==> src/hw/rtl/bum_pkg.sv <==
`timescale 1ns / 1ps
// ----------------------------------------------------------------------------
// Battery undervoltage monitor package
// Shared types, register indexes, reset values and arithmetic constants.
// ----------------------------------------------------------------------------
package bum_pkg;

  localparam int unsigned VOLT_W     = 16;
  localparam int unsigned COUNT_W    = 8;
  localparam int unsigned TICK_W     = 16;
  localparam int unsigned STATE_W    = 24;
  localparam int unsigned CFG_IDX_W  = 3;
  localparam int unsigned CFG_DATA_W = 16;

  // Full scale in units of 1/256 mV: 36300 * 256.
  localparam int unsigned          SCALE_W    = 24;
  localparam logic [SCALE_W-1:0]   FULL_SCALE = 24'd9292800;

  // Division by ten through a reciprocal: q = (m * RECIP_TEN) >> RECIP_SHIFT.
  localparam int unsigned          DIV_W       = 32;
  localparam logic [DIV_W-1:0]     RECIP_TEN   = 32'hCCCC_CCCD;
  localparam int unsigned          RECIP_SHIFT = 35;

  localparam logic [CFG_IDX_W-1:0] CFG_IDX_CHECK_ENABLE = 3'd0;
  localparam logic [CFG_IDX_W-1:0] CFG_IDX_WINDOW_UPPER = 3'd1;
  localparam logic [CFG_IDX_W-1:0] CFG_IDX_WINDOW_LOWER = 3'd2;
  localparam logic [CFG_IDX_W-1:0] CFG_IDX_CHECK_PERIOD = 3'd3;
  localparam logic [CFG_IDX_W-1:0] CFG_IDX_ALARM_COUNT  = 3'd4;

  localparam logic               RST_CHECK_ENABLE = 1'b1;
  localparam logic [VOLT_W-1:0]  RST_WINDOW_UPPER = 16'd11100;
  localparam logic [VOLT_W-1:0]  RST_WINDOW_LOWER = 16'd9000;
  localparam logic [TICK_W-1:0]  RST_CHECK_PERIOD = 16'd200;
  localparam logic [COUNT_W-1:0] RST_ALARM_COUNT  = 8'd10;

  localparam logic [COUNT_W-1:0] COUNT_MAX = 8'd255;

  typedef struct packed {
    logic               check_enable;
    logic [VOLT_W-1:0]  window_upper_mv;
    logic [VOLT_W-1:0]  window_lower_mv;
    logic [TICK_W-1:0]  check_period_ticks;
    logic [COUNT_W-1:0] alarm_count;
  } cfg_t;

  typedef struct packed {
    logic en;
    logic vld;
  } pipe_t;

endpackage

==> src/hw/rtl/bum_check.sv <==
`timescale 1ns / 1ps
// ----------------------------------------------------------------------------
// Window check and result register
// Prescaler, window test, leaky low counter and the registered result.
// ----------------------------------------------------------------------------
module bum_check
  import bum_pkg::*;
(
  input  logic               clk_i,
  input  logic               rst_ni,
  input  pipe_t              pipe_i,
  input  logic [STATE_W-1:0] filt_i,
  input  cfg_t               cfg_i,
  output logic               vld_o,
  output logic [VOLT_W-1:0]  voltage_mv_o,
  output logic               low_alarm_o,
  output logic [COUNT_W-1:0] low_count_o
);

  logic               vld_q;
  logic [TICK_W-1:0]  tick_q, tick_d, tick_inc;
  logic [COUNT_W-1:0] cnt_q, cnt_d, cnt_upd;
  logic               alarm_d;
  logic               check, in_win;
  logic [VOLT_W-1:0]  volt_q;
  logic               alarm_q;
  logic [COUNT_W-1:0] cnt_out_q;

  always_comb begin
    tick_inc = tick_q + TICK_W'(1);
    check    = (tick_inc >= cfg_i.check_period_ticks);
    in_win   = (filt_i < {cfg_i.window_upper_mv, 8'h00}) &&
               (filt_i > {cfg_i.window_lower_mv, 8'h00});
    tick_d   = tick_inc;
    cnt_d    = cnt_q;
    cnt_upd  = cnt_q;
    alarm_d  = 1'b0;
    if (check) begin
      tick_d = '0;
      if (in_win) begin
        cnt_upd = (cnt_q == COUNT_MAX) ? COUNT_MAX : cnt_q + COUNT_W'(1);
      end else begin
        cnt_upd = cnt_q >> 1;
      end
      cnt_d = cnt_upd;
      if (cnt_upd >= cfg_i.alarm_count) begin
        cnt_d   = '0;
        alarm_d = cfg_i.check_enable;
      end
    end
  end

  always_ff @(posedge clk_i or negedge rst_ni) begin
    if (!rst_ni) begin
      vld_q  <= 1'b0;
      tick_q <= '0;
      cnt_q  <= '0;
    end else if (pipe_i.en) begin
      vld_q <= pipe_i.vld;
      if (pipe_i.vld) begin
        tick_q <= tick_d;
        cnt_q  <= cnt_d;
      end
    end
  end

  always_ff @(posedge clk_i) begin
    if (pipe_i.en && pipe_i.vld) begin
      volt_q    <= filt_i[8 +: VOLT_W];
      alarm_q   <= alarm_d;
      cnt_out_q <= cnt_d;
    end
  end

  assign vld_o        = vld_q;
  assign voltage_mv_o = volt_q;
  assign low_alarm_o  = alarm_q;
  assign low_count_o  = cnt_out_q;

endmodule

==> config.mk <==
export PLATFORM = sky130hd
export DESIGN_NAME = bum_check
export DESIGN_NICKNAME = d
export VERILOG_FILES = /design/src/hw/rtl/bum_pkg.sv /design/src/hw/rtl/bum_check.sv
export SDC_FILE = /design/constraint.sdc
export NUM_CORES = 1
export LEC_CHECK = 0
export BUFFER_PORTS_ARGS = -buffer_cell sky130_fd_sc_hd__buf_4
export CORE_AREA = 2 2 108 110
export DETAILED_ROUTE_END_ITERATION = 6
export DIE_AREA = 0 0 110 112
export SLEW_MARGIN = 5
export SYNTH_ARGS = -nofsm -noshare
export SYNTH_HDL_FRONTEND = slang
export SYNTH_SLANG_ARGS = --single-unit
==> constraint.sdc <==
create_clock -name clk_i -period 4.6 [get_ports clk_i]
set_input_delay 0.46 -clock clk_i [delete_from_list [all_inputs] [get_ports clk_i]]
set_output_delay 0.46 -clock clk_i [all_outputs]
set_load 0.01 [all_outputs]
==> Word-level counts from Yosys, hierarchy flattened <==
Cells that the tools add are included.
{ "classes": {"n_addsub": 2, "magnitude_cmp": 4, "n_eq_ne": 1, "muxes": 6, "n_reduce_logical": 4} }
{ "ops": {"columns": ["cell", "n"], "rows": [
  ["8-bit two-way mux", 5],
  ["24-bit greater-than comparator", 1],
  ["24-bit < comparator", 1],
  ["16-bit by 1-bit adder with 16-bit output, second input constant", 1],
  ["16-bit greater-or-equal comparator", 1],
  ["16-bit two-way mux", 1],
  ["8-bit by 1-bit adder with 8-bit output, second input constant", 1],
  ["8-bit equality test, second input constant", 1],
  ["8-bit greater-or-equal comparator", 1],
  ["2-bit AND reduction", 2],
  ["1-bit logical AND", 2]
]} }
{ "totals": {"register_bits": 50, "input_bits": 85, "output_inout_bits": 26, "elab_cells": 23} }

==> Depth between registers and ports, before layout <==
Gate-level depths: netlist of run 1.
{ "depth": {"ltp_word": 7, "depth_mapped": 17, "ltp_nobuf": 16} }

==> Least setup slack after synthesis of run 1 <==
No wires, ideal clock.
{ "synth_timing": {"path_kind": "in2reg", "startpoint": "input port cfg_i[45] (netlist bit)", "endpoint": "register cnt_q[1]", "setup_time_ns": 0.067, "arrival_ns": 3.551, "required_ns": 4.533, "setup_slack_ns": 0.982, "cell_stages": 16, "path_buffers": 0, "path_cell_list": "inv_1 > ha_1 > a21o_1 > a21oi_1 > nor2b_1 > o311a_4 > a2111o_1 > o22a_2 > ha_1 > a21oi_1 > o21ai_0 > a21oi_1 > o21ai_0 > a21o_1 > nor3_1 > a22o_1"} }
{ "synth_between": {"elab_chain_cells": 7} }
{ "synth_rtl": {"columns": ["element", "line_no", "text"], "rows": [
  ["start: declaration", "bum_check.sv:13", "input cfg_t cfg_i,"],
  ["24-bit < comparator (*)", "bum_check.sv:32", "in_win = (filt_i < {cfg_i.window_upper_mv, 8'h00}) &&"],
  ["1-bit logical AND (*)", "bum_check.sv:32", null],
  ["8-bit two-way mux (*)", "bum_check.sv:40", "if (in_win) begin"],
  ["8-bit two-way mux (*)", "bum_check.sv:38", "if (check) begin"],
  ["8-bit greater-or-equal comparator", "bum_check.sv:46", "if (cnt_upd >= cfg_i.alarm_count) begin"],
  ["8-bit two-way mux (*)", "bum_check.sv:46", null],
  ["8-bit two-way mux (*)", "bum_check.sv:38", null],
  ["end signal: assignment", "bum_check.sv:62", "cnt_q <= cnt_d;"],
  ["end: declaration", "bum_check.sv:22", "logic [COUNT_W-1:0] cnt_q, cnt_d, cnt_upd;"]
]} }
Every way passes the cells marked *; elsewhere a longest branch is shown, timed or not. The select of a mux whose other input is x is not followed.
A chain may end at the register's enable or synchronous reset.

==> Final worst setup path of run 1 <==
{ "layout_timing": {"startpoint": "input port filt_i[13]", "endpoint": "register cnt_q[1]"} }
{ "layout_between": {"elab_chain_cells": 7, "word_cells_on_any_way": 8, "cone_classes": "3 x order compare; 4 x mux; 1 x reduce/logical"} }
{ "layout_rtl": {"columns": ["element", "line_no", "text"], "rows": [
  ["start: declaration", "bum_check.sv:12", "input logic [STATE_W-1:0] filt_i,"],
  ["24-bit < comparator or 24-bit greater-than comparator (tied branches)", "bum_check.sv:32, bum_check.sv:33", null],
  ["1-bit logical AND (*)", "bum_check.sv:32", null],
  ["8-bit two-way mux (*)", "bum_check.sv:40", null],
  ["8-bit two-way mux (*)", "bum_check.sv:38", null],
  ["8-bit greater-or-equal comparator", "bum_check.sv:46", null],
  ["8-bit two-way mux (*)", "bum_check.sv:46", null],
  ["8-bit two-way mux (*)", "bum_check.sv:38", null]
]} }
Marked as above.

==> impl_metrics.ini, run 1 <==
[run_status]
status = finished clean

[cells_and_area]
nets = 642
final_cell_mix = buf_4, inv_1, ha_1, nand2_1
area.growth.synth_to_final_pct = 30.7
seq_area_um2 = 1380
final_common_cell = buf_4
multi_input_comb_area_um2 = 2070
fillCellCount = 1079
drive_above_1_share = 0.261
stdcell_count = 644
diodes = 0

[global_route]
globalRouteMet2Util = 0.265
grt_pass1_wl_mm = 15.5
grt_usage = 0.157
grt_max_degree = 26
grt_pass1_vias = 3347
top_usage_layer = met2
use_met3 = 0.0187
grt_overflow_total = 0
grt_use_met1 = 0.213
antenna_found_initial = 0

[placement]
place_ws_ns = 0.414
numPortBuffers = 110
gp_congestion = 0.866
dp_hpwl_mm = 7.57
place_inst = 636

[sta]
max_freq_ghz = 0.258
fin_worst_skew_ns = 0.00406
hold_viol = 0
slew_violations = 0
setup_tns_ns = 0
slew_headroom = 0.583
worst_pin_slew_ns = 0.625
fin_crit_sh = 0.844
min_period_ns = 3.88
rsz0062_at_grt = no
setup_slack_ns = 0.717
setup_viol = 0

[clock_tree]
clk_latency_ns = 0.28
path_clk_slew_ns = 0.07
clock_sinks = 50
cts_tree = done
cts_setup_buffers = 0
hold_buffers = 0
htree_levels = 2
cts-resized-gates = 0
cts_buffer_depth = 2
cts_buffers = 5
cts_root_buf = clkbuf_16

[yosys]
syn_avg_cell_area_um2 = 9.50
async_flop_share = 0.500
synth_fp_nets = 531
post_synth_num_cell_types = 48
synthFlopType = edfxtp_1
ys_seq_elements = 50
syn_inst = 389
ys_seq_area_frac = 0.373
synth_warnings = 0
synth_edf_count = 25
synth_area_um2 = 3690

[critical_path]
start_kind = primary input
ff2ff_path_depth = 13
crit_arrival_ns = 4.10
worstPathMaxFanout = 10
required_ns = 4.82
r2r-end = low_count_o[1]$_DFFE_PP_
cp-startpoint = filt_i[13]
critPathCapture = cnt_q[1]$_DFFE_PN0P_
end_kind = register
r2r_start = tick_q[0]$_DFFE_PN0P_
criticalPathCategory = primary input to register
r2r_setup_slack_ns = 0.82

[floorplan]
core_um2 = 11200
fp-row-count = 39
die_h_um = 112
fp.dieArea_um2 = 12300
ioPinCount = 111
start_util = 0.331
die_w_um = 110

[detailed_routing]
drc = 0
finalWirelength_mm = 9.34
antenna_left = 0
firstDrtPassIters = 4
drtIter0Drc = 190
routed_wire_length_per_instance_um = 14.5
vias = 3224
routed_via_density = 5.01

[power]
power.density_nw_per_um2 = 246
irDropWorstVdd_mv = 0.183
p_leak_nw = 2.48

[min_path]
hold_class = primary input to async pin

[flow_run]
cap_violations = 0
synthesized netlist by cell type (all sizes together) (2+ instances only):
master   instances  share of area
nand2b           3         0.0071
nor2b            6          0.010
nor2            12          0.012
dfrtp           25           0.17
inv             57          0.058
o21ai           16          0.022
o22ai            3         0.0051
a21o             5          0.010
a211oi           2         0.0041
a2bb2oi          3         0.0071
nand4            7          0.012
clkbuf           8         0.0081
and4             4         0.0095
xor2             8          0.019
nand2           38          0.039
a22o            18          0.043
o22a             6          0.016
a21oi           23          0.031
edfxtp          25           0.20
nor3             6         0.0095
a2111oi          2         0.0064
o21a             3         0.0061
ha              57           0.19
nor4             3         0.0051
and3             5         0.0085
xnor2            9          0.021
nand3           18          0.024
through the flow:
step	utilization	total power, mW	hold WS (ns)	area (um^2)
floorplan	-	0.701	0.164	3690
global placement	0.420	0.825	0.389	4690
detailed placement	0.420	0.834	0.392	4690
CTS	0.432	1.21	0.0824	4830
global route	0.432	1.26	0.0992	4830
finish	0.432	1.19	0.0707	4830
logic make-up after synthesis:
group / synth area share
XOR/XNOR: 0.0403
AND/OR/NAND/NOR: 0.152
multiplexers: 0.00305
adder cells (fa/ha/maj): 0.193
flip-flops: 0.373
buffers and inverters: 0.0671
AO/OA/AOI/OAI: 0.172
registers in the layout, summed over array words and instances, names as in the netlist:
register,cells
low_count_o,8
vld_o,1
cnt_q,8
tick_q,16
voltage_mv_o,16
low_alarm_o,1
worst min-delay path by stage:
| stage | endpoint | depth (start not counted) | slack (ns) | start |
|---|---|---|---|---|
| finish | tick_q[9]$_DFFE_PN0P_ | 1 | 0.07 | rst_ni |
| global route | tick_q[10]$_DFFE_PN0P_ | 1 | 0.1 | rst_ni |
| CTS | tick_q[9]$_DFFE_PN0P_ | 1 | 0.08 | rst_ni |
| detailed placement | tick_q[9]$_DFFE_PN0P_ | 1 | 0.39 | rst_ni |
| global placement | tick_q[9]$_DFFE_PN0P_ | 1 | 0.39 | rst_ni |
| floorplan | cnt_q[0]$_DFFE_PN0P_ | 0 | 0.16 | rst_ni |
critical path: stages:
cell and delay, ns:
buf_4 0.12, ha_1 0.30, a21o_1 0.18, a21oi_1 0.15, nor2b_1 0.07, o311a_4 0.37
nor3_2 0.50, o22ai_1 0.25, ha_1 0.32, nor2b_1 0.10, o21ai_0 0.08, a21oi_1 0.14
o21ai_0 0.08, a21o_1 0.24, nor3_1 0.49, a22o_1 0.23
final cells by class:
type / count / share of cell area
Multi-Input combinational cell: 273 / 0.429
Tap cell: 143 / 0.0370
Timing Repair Buffer: 113 / 0.176
Inverter: 57 / 0.0443
Clock buffer: 6 / 0.0267
Clock inverter: 2 / 0.00285
Sequential cell: 50 / 0.285
routing by layer:
metal  up-vias  part of all wire
met1      1533              0.46
met4         0             0.011
met2        62              0.50
met3         8             0.033
li1       1621                 -
met5         -                 0
where the power goes:
part,internal [mW],leakage (nW),switching [mW]
Clock,0.202,0.0708,0.162
Sequential,0.501,0.568,0.0279
Combinational,0.151,1.85,0.144
Power figures use the tool's default switching activity.
==> inputs of run 2 (changes only) <==
Clock period 4.6 ns to 3.35 ns, I/O delays scaled along.
==> impl_metrics.ini, run 2 (synthesis results as in run 1) <==
[critical_path]
start_kind = primary input
path_cells = buf_4 -> buf_4 -> ha_1 -> nor2b_1 -> o311a_4 -> a2111o_1 -> o22a_4 -> ha_4 -> a21oi_2 -> o21ai_2 -> a21oi_2 -> o21ai_1 -> a21o_2 -> or3_4 -> o2bb2ai_2
criticalPathCategory = primary input to register
ff2ff_path_depth = 13
end_kind = register
worstPathMaxFanout = 6
worst_path_max_delay_cell = a2111o_1
required_ns = 3.57
cp-startpoint = filt_i[15]
crit_arrival_ns = 3.51
slowest_delay_ns = 0.49
r2r_setup_slack_ns = 0.20
r2r-end = cnt_q[7]$_DFFE_PN0P_
r2r_start = cnt_q[0]$_DFFE_PN0P_

[sta]
setup_viol = 0
hold_viol = 0
hold_ws_ns = 0.244
fin_crit_sh = 0.983
slew_headroom = 0.686
slew_violations = 0
max_freq_ghz = 0.304
rsz0062_at_grt = yes
setup_slack_ns = 0.0572
worst_pin_slew_ns = 0.466
fin_worst_skew_ns = 0.0109
min_period_ns = 3.29

[floorplan]
fp.dieArea_um2 = 12300
start_util = 0.331
fp-row-count = 39
core_um2 = 11200
ioPinCount = 111
die_w_um = 110
die_h_um = 112

[clock_tree]
cts_tree = done
clock_sinks = 50
path_clk_slew_ns = 0.07
htree_levels = 2
cts_buffer_depth = 2
clk_latency_ns = 0.29
cts_root_buf = clkbuf_16
cts_buffers = 5

[cells_and_area]
final_common_cell = buf_4
stdcell_count = 697
nets = 695
final_cell_mix = buf_4, inv_1, nand2_1, ha_1
area.growth.synth_to_final_pct = 55.7
drive_above_1_share = 0.442
diodes = 0
seq_area_um2 = 1380
fillCellCount = 1041
multi_input_comb_area_um2 = 2550
final_area_um2 = 5750

[placement]
place_ws_ns = -0.378
numPortBuffers = 110
placed_cell_area_um2 = 5050
dp_hpwl_mm = 8.17
place_inst = 681
gp_congestion = 0.879

[run_status]
status = finished clean

[power]
irDropWorstVdd_mv = 0.220
power.density_nw_per_um2 = 314
p_leak_nw = 2.78

[global_route]
grt_pass1_wl_mm = 16.6
grt_overflow_total = 0
grt_pass1_vias = 3479
grt_usage = 0.168
antenna_found_initial = 0
grt_max_degree = 26

[flow_run]
cap_violations = 0

[min_path]
holdPathEnd = vld_o$_DFFE_PN0P_
min_path_cells = 2
hold_class = primary input to register
hp-start = pipe_i[1]

[detailed_routing]
routed_via_density = 4.97
vias = 3462
firstDrtPassIters = 4
routed_wire_length_per_instance_um = 15.2
drc = 0
finalWirelength_mm = 10.6
antenna_left = 0
drtIter0Drc = 166
==> run 2: repair_timing <==
| action | 4_1_cts | 5_1_grt |
|---|---|---|
| setup endpoints to repair | 15 | 33 |
| resized for setup | 7 | 74 |
| hold endpoints to repair | 25 | 0 |
| gates cloned | 0 | 0 |
| hold buffers | 1 | 0 |
| buffers inserted | 1 | 7 |
| pin swaps | 1 | 17 |
==> run 2: routing by layer <==
metal / track usage / routed length [um]
met4: 0.0430 / 106
met3: 0.0222 / 367
met1: 0.221 / 4460
met2: 0.289 / 5650
met5: 0 / 0
==> run 2: area by class of cell <==
type | count | area share
flip-flops and latches | 50 | 0.239
inverters | 57 | 0.0385
multi-input cells | 273 | 0.443
clock inverters | 2 | 0.00239
well taps | 143 | 0.0311
clock buffers | 6 | 0.0224
repair buffers | 166 | 0.223
==> run 2: worst max-delay path by stage <==
stage,to,slack [ns],cells past startpoint
final,cnt_q[7]$_DFFE_PN0P_,0.06,15
after global routing,cnt_q[7]$_DFFE_PN0P_,-0.07,16
after CTS,cnt_q[5]$_DFFE_PN0P_,0.006,15
after detailed placement,cnt_q[7]$_DFFE_PN0P_,-0.38,15
after global placement,low_count_o[2]$_DFFE_PP_,-0.29,15
after floorplan,cnt_q[7]$_DFFE_PN0P_,0.01,16
==> run 2: metrics by stage <==
step,util,power (mW),setup TNS (ns)
after floorplan,-,0.967,0
after global placement,0.452,1.20,-4.54
after detailed placement,0.452,1.21,-5.99
after CTS,0.470,1.73,0
after global routing,0.515,1.92,-0.513
final,0.515,1.81,0
==> run 2: critical path, delay by kind of cell <==
family / cells / cell delay [ns]
buffers and inverters: 2 / 0.25
adders and majority gates: 2 / 0.52
and+or+nand+nor: 2 / 0.49
AOI/OAI and AO/OA: 9 / 1.90
==> run 2: report_power, final <==
group / total (mW) / internal (mW) / switching [mW]
clock network: 0.509 / 0.279 / 0.230
logic: 0.581 / 0.318 / 0.263
registers: 0.716 / 0.688 / 0.0286
