<file path="src/hw/rtl/bum_pkg.sv">
`timescale 1ns / 1ps
// ----------------------------------------------------------------------------
// Battery undervoltage monitor package
// Shared types, register indexes, reset values and arithmetic constants.
// ----------------------------------------------------------------------------
package bum_pkg;

  localparam int unsigned VOLT_W     = 16;
  localparam int unsigned COUNT_W    = 8;
  localparam int unsigned TICK_W     = 16;
  localparam int unsigned STATE_W    = 24;
  localparam int unsigned CFG_IDX_W  = 3;
  localparam int unsigned CFG_DATA_W = 16;

  // Full scale in units of 1/256 mV: 36300 * 256.
  localparam int unsigned          SCALE_W    = 24;
  localparam logic [SCALE_W-1:0]   FULL_SCALE = 24'd9292800;

  // Division by ten through a reciprocal: q = (m * RECIP_TEN) >> RECIP_SHIFT.
  localparam int unsigned          DIV_W       = 32;
  localparam logic [DIV_W-1:0]     RECIP_TEN   = 32'hCCCC_CCCD;
  localparam int unsigned          RECIP_SHIFT = 35;

  localparam logic [CFG_IDX_W-1:0] CFG_IDX_CHECK_ENABLE = 3'd0;
  localparam logic [CFG_IDX_W-1:0] CFG_IDX_WINDOW_UPPER = 3'd1;
  localparam logic [CFG_IDX_W-1:0] CFG_IDX_WINDOW_LOWER = 3'd2;
  localparam logic [CFG_IDX_W-1:0] CFG_IDX_CHECK_PERIOD = 3'd3;
  localparam logic [CFG_IDX_W-1:0] CFG_IDX_ALARM_COUNT  = 3'd4;

  localparam logic               RST_CHECK_ENABLE = 1'b1;
  localparam logic [VOLT_W-1:0]  RST_WINDOW_UPPER = 16'd11100;
  localparam logic [VOLT_W-1:0]  RST_WINDOW_LOWER = 16'd9000;
  localparam logic [TICK_W-1:0]  RST_CHECK_PERIOD = 16'd200;
  localparam logic [COUNT_W-1:0] RST_ALARM_COUNT  = 8'd10;

  localparam logic [COUNT_W-1:0] COUNT_MAX = 8'd255;

  typedef struct packed {
    logic               check_enable;
    logic [VOLT_W-1:0]  window_upper_mv;
    logic [VOLT_W-1:0]  window_lower_mv;
    logic [TICK_W-1:0]  check_period_ticks;
    logic [COUNT_W-1:0] alarm_count;
  } cfg_t;

  typedef struct packed {
    logic en;
    logic vld;
  } pipe_t;

endpackage

</file>
<file path="src/hw/rtl/bum_scale.sv">
`timescale 1ns / 1ps
// ----------------------------------------------------------------------------
// Sample scaler
// Pipelined conversion of an ADC code to floor(code * FULL_SCALE / (2^n - 1)).
// ----------------------------------------------------------------------------
module bum_scale
  import bum_pkg::*;
#(
  parameter int unsigned SAMPLE_BITS = 12
) (
  input  logic                   clk_i,
  input  logic                   rst_ni,
  input  pipe_t                  pipe_i,
  input  logic [SAMPLE_BITS-1:0] code_i,
  output logic                   vld_o,
  output logic [SCALE_W-1:0]     scaled_o
);

  localparam int unsigned XW = SAMPLE_BITS + SCALE_W;

  logic [3:0]          vld_q;
  logic [XW-1:0]       x2_q, x3_q, x4_q;
  logic [XW-1:0]       x2_d;
  logic [SCALE_W-1:0]  q3_q, q4_q, a5_q;
  logic [SCALE_W-1:0]  q3_d, q4_d, a5_d;
  logic [XW:0]         sum3, sum4, sum5;
  logic [SCALE_W:0]    hi5, q4_inc;

  // Division by 2^n - 1 as the fixed point of q = (x + q) >> n.
  assign x2_d   = XW'(code_i) * XW'(FULL_SCALE);
  assign sum3   = {1'b0, x2_q} + (XW+1)'(x2_q >> SAMPLE_BITS);
  assign q3_d   = sum3[SAMPLE_BITS +: SCALE_W];
  assign sum4   = {1'b0, x3_q} + (XW+1)'(q3_q);
  assign q4_d   = sum4[SAMPLE_BITS +: SCALE_W];
  assign sum5   = {1'b0, x4_q} + (XW+1)'(q4_q) + (XW+1)'(1);
  assign hi5    = sum5[SAMPLE_BITS +: SCALE_W+1];
  assign q4_inc = {1'b0, q4_q} + (SCALE_W+1)'(1);
  assign a5_d   = (hi5 == q4_inc) ? q4_inc[SCALE_W-1:0] : q4_q;

  always_ff @(posedge clk_i or negedge rst_ni) begin
    if (!rst_ni) begin
      vld_q <= '0;
    end else if (pipe_i.en) begin
      vld_q <= {vld_q[2:0], pipe_i.vld};
    end
  end

  always_ff @(posedge clk_i) begin
    if (pipe_i.en) begin
      x2_q <= x2_d;
      x3_q <= x2_q;
      q3_q <= q3_d;
      x4_q <= x3_q;
      q4_q <= q4_d;
      a5_q <= a5_d;
    end
  end

  assign vld_o    = vld_q[3];
  assign scaled_o = a5_q;

endmodule

</file>
<file path="config.mk">
export PLATFORM = sky130hd
export DESIGN_NAME = bum_scale
export DESIGN_NICKNAME = d
export VERILOG_FILES = /design/src/hw/rtl/bum_pkg.sv /design/src/hw/rtl/bum_scale.sv
export SDC_FILE = /design/constraint.sdc
export NUM_CORES = 1
export LEC_CHECK = 0
export BUFFER_PORTS_ARGS = -buffer_cell sky130_fd_sc_hd__buf_2
export CORE_ASPECT_RATIO = 1.75
export CORE_UTILIZATION = 64
export DETAILED_ROUTE_END_ITERATION = 12
export PLACE_DENSITY = 0.81
export SLEW_MARGIN = 25
export SYNTH_ARGS = -nofsm -noshare
export SYNTH_HDL_FRONTEND = slang
export SYNTH_SLANG_ARGS = --single-unit
</file>
<file path="constraint.sdc">
create_clock -name clk_i -period 4.85 [get_ports clk_i]
set_clock_uncertainty 0.1 [all_clocks]
set_input_delay 0.97 -clock clk_i [delete_from_list [all_inputs] [get_ports clk_i]]
set_output_delay 0.97 -clock clk_i [all_outputs]
set_load 0.02 [all_outputs]
</file>
* After elaboration in Yosys (flattened, before gate mapping)
Index checks and enable logic that the tools add are counted.
** Word-level totals
- Output and inout port bits :: 25
- Input bits :: 16
- Flip-flop bits (word level) :: 154
- Word-level logic and storage cells :: 15
** Operators by class
- Eq/ne operators :: 1
- Multiply operators :: 1
- $add $sub $neg :: 5
- Mux-type cells :: 1
** Operator list (count)
- $add 36x24->36 :: 2
- $add 36x24->37 :: 1
- $add 37x1->37 const B :: 1
- $mul 12x14->26 const B :: 1
- $add 24x1->25 const B :: 1
- $eq 25x25->1 :: 1
- $mux 24 :: 1

* Logic depth before layout (Yosys ltp)
Gate-level depths: netlist of run 1.
- Depth after elaboration :: 4
- Gate-level depth with buffers :: 21
- Mapped depth without buffers :: 21

* Least setup slack after synthesis of run 1
No wires, ideal clock.
- Kind :: input to register
- From :: input port code_i[3]
- To :: register x2_q[33], data pin
- Stages on the path :: 18
- Arrival :: 5.330 ns
- Data required time :: 4.488 ns
- Slack :: -0.841 ns
- Path buffers :: 0
- Setup time :: 0.262 ns
- Cell sequence :: fa_1 > inv_1 > fa_1 > inv_1 > ha_1 > fa_1 > inv_1 > fa_1 > inv_1 > ha_1 > nor3_1 > o21ai_0 > a41oi_1 > o21ai_0 > o41a_1 > a221o_1 > a211oi_1 > xnor2_1
** On the way
- Word-level cells in the longest chain between the ends :: 1
** Ends and longest elaborated chain
- start, declared :: line bum_scale.sv:14 : input logic [SAMPLE_BITS-1:0] code_i,
- $mul 12x14->26 :: line bum_scale.sv:30 : assign x2_d = XW'(code_i) * XW'(FULL_SCALE);
- via x2_d[33] :: line bum_scale.sv:23 : logic [XW-1:0] x2_d;
- end signal, assigned :: line bum_scale.sv:50 : x2_q <= x2_d;
- end, declared :: line bum_scale.sv:22 : logic [XW-1:0] x2_q, x3_q, x4_q;
The timed path passes the listed nets, and every way through them passes these cells.
A chain may end at the register's enable or synchronous reset.

* Worst setup path in the final report of run 1
- From :: input port code_i[5]
- To :: register x2_q[34], data pin
The elaborated chain is that of the path after synthesis.

==> impl_metrics.json, run 1 <==
{
  "drt-total-wl_um": 27900,
  "slew_headroom_pct": 29.5,
  "globalplace.congestion": 0.966,
  "core_um2": 16900,
  "die-height_um": 176,
  "antenna_found_initial": 1,
  "worst_setup_path_start_kind": "primary input",
  "die_w_um": 102,
  "clock_latency_ns": 0.43,
  "synth.distinct_cells": 68,
  "drt-initial-drc-count": 389,
  "grt_max_degree": 87,
  "async_reset_ff_share_pct": 2.78,
  "ff2ff_setup_slack_ns": 0.22,
  "syn_nets": 1192,
  "io_buffers": 40,
  "synth_top_cell_by_area": "edfxtp_1",
  "fin_crit_sh_pct": 112,
  "setup_viol": 11,
  "cts_root_buf": "clkbuf_16",
  "outcome": "finished, violations left",
  "vias": 8216,
  "drc": 0,
  "tightest_slew_ns": 1.05,
  "ctsHoldBuffers": 0,
  "synthDominantCellAreaShare_pct": 37.8,
  "critPathKind": "primary input to register",
  "synth_edf_count": 140,
  "design.die.area_um2": 17900,
  "synthTopCellsByCount": "edfxtp_1 (140), ha_1 (128), inv_1 (109)",
  "yosys_warnings": 0,
  "synth_ff_type": "edfxtp_1",
  "first_pass_iters": 5,
  "leakage_nw": 5.64,
  "ys_seq_area_share_pct": 38.7,
  "violations": "setup timing",
  "post_synth.cell_area_avg_um2": 11.1,
  "rsz0062_at_grt": "yes",
  "grt_pass1_vias": 8750,
  "rr_worst_depth": 10,
  "final_core_util_pct": 77.7,
  "cp.arrival_ns": 5.49,
  "viasPerCell": 5.89,
  "htreeDepth": 4,
  "synthTopCellsByArea": "edfxtp_1 (38%), ha_1 (14%), fa_1 (8.5%)",
  "max-vdd-ir-drop_uv": 357,
  "grt_overflow_total": 0,
  "slew_violations": 0,
  "hold_violations": 0,
  "numClockSinks": 144,
  "endpoint_kind": "register",
  "grt_pass1_wl_um": 43100,
  "cts_buffers": 17,
  "worstPathRequired_ns": 4.93,
  "initial_utilization_pct": 65.7,
  "ys_ff_latch": 144,
  "rows": 63,
  "crit_fanout": 3,
  "max_freq_mhz": 185,
  "yosysMostFrequentCell": "edfxtp_1",
  "grtUsageTotal_pct": 33.1,
  "layout-drive-gt1-share_pct": 22.8,
  "cts_tree": "done",
  "p_per_area_nw_per_um2": 623,
  "finalCriticalPeriod_ns": 5.41,
  "path_clk_slew_ns": 0.06,
  "ant_nets": 0,
  "postSynthCellCount": 1001,
  "dpl.hpwl_um": 21500,
  "timing.final.ws_setup_ns": -0.559,
  "r2r_end": "scaled_o[1]",
  "hold_path_class": "primary input to asynchronous set/reset pin",
  "dp_slack_ns": -1.05,
  "ios": 41,
  "wire_per_inst_um": 20.0,
  "finalNetCount": 1345,
  "syn_area_um2": 11100,
  "clockBufferDepth": 2,
  "max_cap_violations": 0,
  "timing.rr.start": "q4_q[12]",
  "syn2layout_area_growth_pct": 18.3
}
[final cells by class]
class | count | area, µm²
diodes | 1 | 2.50
inverters | 109 | 409
fillers | 1057 | 3780
flip-flops and latches | 144 | 4300
clock buffers | 17 | 425
well taps | 227 | 284
multi-input cells | 727 | 6520
clock inverters | 15 | 134
repair buffers | 155 | 1090
[what timing repair did]
action,4_1_cts,5_1_grt
setup buffers,6,3
pin swaps,28,8
gates resized for setup,23,8
endpoints found under the setup margin,11,12
[worst max-delay path, cell delays in order]
cell	delay [ns]
buf_8	0.11
fa_1	0.57
inv_1	0.06
fa_2	0.34
inv_2	0.06
fa_1	0.41
fa_1	0.52
inv_2	0.05
fa_1	0.54
inv_2	0.05
ha_4	0.15
a21oi_2	0.15
inv_1	0.08
or3_4	0.33
o211ai_1	0.30
a31oi_2	0.19
a21oi_2	0.23
o31ai_1	0.12
a21oi_1	0.16
xnor2_1	0.09
[power breakdown]
| group | internal, mW | switching [mW] | total, mW |
|---|---|---|---|
| clock | 0.710 | 0.535 | 1.25 |
| sequential | 1.96 | 0.367 | 2.32 |
| combinational | 2.22 | 2.41 | 4.64 |
| total | 4.89 | 3.32 | 8.20 |
[cell usage in the layout (no fill, tap or decap), types with 5 or more instances in the layout]
master,count
a211o_1,5
a21o_1,14
a21oi_1,34
a21oi_2,6
and2_1,6
and3_1,20
and4_1,8
buf_2,36
buf_4,115
clkbuf_16,17
edfxtp_1,140
fa_1,46
ha_1,119
ha_4,8
inv_1,102
inv_2,7
inv_6,6
mux2_2,5
nand2_1,41
nand3_1,37
nand4_1,15
nor2_1,48
nor2b_1,7
nor3_1,14
nor3_2,19
nor4_1,10
nor4_2,5
o211ai_1,6
o21a_1,14
o21ai_0,22
or2_2,9
xnor2_1,78
xor2_1,42
[per-stage QoR]
step / cells / TNS (ns) / total power, mW / hold WS [ns] / cell area [µm²]
finish: 1395 / -4.14 / 8.20 / 0.234 / 13200
detailed placement: 1355 / -9.96 / 6.64 / 0.337 / 12400
floorplan: 1001 / -3.67 / 5.14 / 0.327 / 11200
global placement: 1355 / -8.49 / 6.44 / 0.335 / 12400
CTS: 1392 / -3.00 / 8.03 / 0.230 / 13100
global route: 1395 / -5.04 / 8.73 / 0.224 / 13200
[registers in the layout, summed over array words and instances (netlist names)]
register	count
x2_q	26
x3_q	26
x4_q	26
q4_q	24
scaled_o	24
q3_q	14
vld_q	4
[worst max-delay path by stage]
stage,cells after the start,endpoint,slack [ns],from
after floorplan,18,x2_q[33],-0.62,code_i[3]
after global placement,19,x2_q[33],-0.96,code_i[10]
after detailed placement,20,x2_q[33],-1.05,code_i[10]
after CTS,19,x2_q[33],-0.44,code_i[5]
after global routing,18,x2_q[34],-0.67,code_i[7]
final,20,x2_q[34],-0.56,code_i[5]
[logic make-up (layout without fill, tap and decap cells)]
| family | count (synthesis) | in the layout | synth area share (%) |
|---|---|---|---|
| other | 0 | 1 | 0 |
| XOR/XNOR | 124 | 124 | 10.1 |
| AO/OA/AOI/OAI | 152 | 152 | 9.05 |
| multiplexers | 10 | 10 | 0.966 |
| flip-flops | 144 | 144 | 38.7 |
| AND/OR/NAND/NOR | 266 | 266 | 13.8 |
| adder cells (fa/ha/maj) | 175 | 175 | 22.8 |
| buffers and inverters | 130 | 296 | 4.60 |
[metal layers]
metal / track usage (%) / share of wire (%) / vias up
met3: 5.34 / 2.6 / 127
met2: 65.2 / 57 / 250
met1: 26.6 / 31 / 3931
met4: 27.8 / 9.1 / 0
li1: - / - / 3908
met5: 0 / 0 / -
(Power assumes the default switching activity.)
==> run 2, diff against run 1 <==
--- a/config.mk
+++ b/config.mk
@@ -7,9 +7,9 @@
 export LEC_CHECK = 0
 export BUFFER_PORTS_ARGS = -buffer_cell sky130_fd_sc_hd__buf_2
 export CORE_ASPECT_RATIO = 1.75
-export CORE_UTILIZATION = 64
+export CORE_UTILIZATION = 35
 export DETAILED_ROUTE_END_ITERATION = 12
-export PLACE_DENSITY = 0.81
+export PLACE_DENSITY = 0.49
 export SLEW_MARGIN = 25
 export SYNTH_ARGS = -nofsm -noshare
 export SYNTH_HDL_FRONTEND = slang
==> run 2 against run 1 <==
  * The flow still finishes with violations (setup timing)
  * Wire length shrank 0.99%
  * Power is 0.85% higher
  * Critical path depth is the same
  * Combinational power hardly changed
  * Sequential power barely moved
  * Final cell count increased by 12%
  * Register-to-register slack better by 0.03 ns
  * Core utilization down 35 points
  * Die area increased by 81%
  * Critical path type unchanged
  * Largest power group unchanged
==> impl_metrics.json, run 2 (synthesis results as in run 1) <==
{
  "cts_buffers": 17,
  "path_clk_slew_ns": 0.06,
  "globalplace.congestion": 0.965,
  "tightest_slew_ns": 0.876,
  "drc": 0,
  "max_cap_violations": 0,
  "violations": "setup timing",
  "mostFrequentLayoutCell": "edfxtp_1",
  "die-height_um": 238,
  "endpoint_kind": "register",
  "antenna_found_initial": 0,
  "crit_fanout": 4,
  "cts_tree": "done",
  "rr_worst_depth": 11,
  "reg_top3": "x2_q: 26 flops, x3_q: 26 flops, x4_q: 26 flops",
  "nFillCells": 3019,
  "rsz0062_at_grt": "yes",
  "max_freq_mhz": 189,
  "dpl_cell_area_um2": 12700,
  "finalNetCount": 1351,
  "worstPathRequired_ns": 4.93,
  "vias": 7901,
  "viasPerCell": 5.04,
  "slew_headroom_pct": 41.6,
  "finalCriticalPeriod_ns": 5.28,
  "leakage_nw": 5.69,
  "max-vdd-ir-drop_uv": 293,
  "worst_setup_path_start_kind": "primary input",
  "die_w_um": 137,
  "fin_tns_setup_ns": -2.75,
  "grtUsageTotal_pct": 18.1,
  "p_per_area_nw_per_um2": 612,
  "core_um2": 31400,
  "timing.final.ws_setup_ns": -0.433,
  "final_area_um2": 13500,
  "setup_viol": 11,
  "design.die.area_um2": 32600,
  "clock_latency_ns": 0.42,
  "initial_utilization_pct": 35.4,
  "mostFrequentLayoutCells": "edfxtp_1 (140), buf_4 (120), ha_1 (117), inv_1 (99), xnor2_1 (78)",
  "cp.arrival_ns": 5.36,
  "hold_path_class": "primary input to asynchronous set/reset pin",
  "numClockSinks": 144,
  "fin_crit_sh_pct": 109,
  "final_core_util_pct": 43.0,
  "layout-drive-gt1-share_pct": 23.5,
  "io_buffers": 40,
  "rows": 86,
  "slew_violations": 0,
  "drt-total-wl_um": 27600,
  "dpl.hpwl_um": 22700,
  "grt_overflow_total": 0,
  "first_pass_iters": 5,
  "grt_pass1_wl_um": 43500,
  "outcome": "finished, violations left",
  "fin_total_pwr_mw": 8.27,
  "num_antenna_cells": 0,
  "grt_pass1_vias": 8255,
  "drt-initial-drc-count": 293,
  "critPathKind": "primary input to register",
  "grt_max_degree": 78,
  "hold_violations": 0,
  "wire_per_inst_um": 17.6,
  "syn2layout_area_growth_pct": 21.4,
  "ant_nets": 0,
  "clockBufferDepth": 2,
  "cts_root_buf": "clkbuf_16",
  "ios": 41,
  "htreeDepth": 4
}
[run 2: changes by cell type in the layout (fill, tap and decap cells not counted), sizes merged]
cell,change
bufinv,+2
clkinvlp,+2
diode,-1
buf,+6
inv,-5
clkinv,-1
clkbuf,+2
[run 2: through the flow]
step                cells  setup WS (ns)  hold slack [ns]
floorplan            1001         -0.625            0.327
CTS                  1564         -0.354            0.212
global route         1569         -0.562            0.211
detailed placement   1527          -1.06            0.347
global placement     1527          -1.00            0.338
finish               1569         -0.433            0.235
[run 2: per-layer routing]
| metal | track usage (%) | wire length [µm] | up-vias |
|---|---|---|---|
| met4 | 11.7 | 1630 | 0 |
| met2 | 37.4 | 16600 | 147 |
| met5 | 0 | 0 | - |
| met1 | 15.4 | 8860 | 3766 |
| met3 | 2.42 | 482 | 72 |
| li1 | - | - | 3916 |
[run 2: critical path, stage by stage]
cell and delay [ns]:
buf_8 0.10, fa_1 0.55, inv_2 0.04, fa_2 0.33, inv_2 0.06, fa_1 0.43, fa_1 0.40, inv_1 0.08
fa_1 0.43, inv_2 0.09, ha_4 0.21, a21oi_4 0.15, inv_2 0.05, or3_4 0.36, o211ai_1 0.29, a31oi_2 0.20
a21oi_2 0.24, o31ai_1 0.10, a21oi_1 0.18, xnor2_1 0.08
[run 2: final timing paths]
| check | startpoint | end | slack [ns] |
|---|---|---|---|
| min in group clk_i | x3_q[11] | x4_q[11] | 0.35 |
| setup / recovery | code_i[5] | x2_q[34] | -0.43 |
| hold / removal | rst_ni | vld_q[0] | 0.24 |
| setup reg to reg | q4_q[21] | scaled_o[11] | 0.25 |
| hold reg to reg | x3_q[11] | x4_q[11] | 0.35 |
| max in group asynchronous | rst_ni | vld_q[1] | 4.30 |
[run 2: layout make-up]
class                      count  area, µm²  share of cell area, %
clock buffer                  19        433                   3.20
clock inverter                13        163                   1.20
inverter                     109        409                   3.03
multi-input combinational    727       6550                   48.4
sequential                   144       4300                   31.8
tap                          396        495                   3.66
timing repair buffer         161       1160                   8.62
[run 2: where the power goes]
part	switching [mW]	internal (mW)	total, mW
clock network	0.503	0.807	1.31
logic	2.34	2.29	4.62
registers	0.383	1.96	2.34
total	3.22	5.05	8.27
[run 2: what timing repair did]
| action | CTS | global route |
|---|---|---|
| gates resized for setup | 26 | 10 |
| endpoints found under the setup margin | 11 | 11 |
| hold buffers | 0 | 0 |
| gates cloned | 0 | 0 |
| pin swaps | 37 | 17 |
| setup buffers | 5 | 5 |
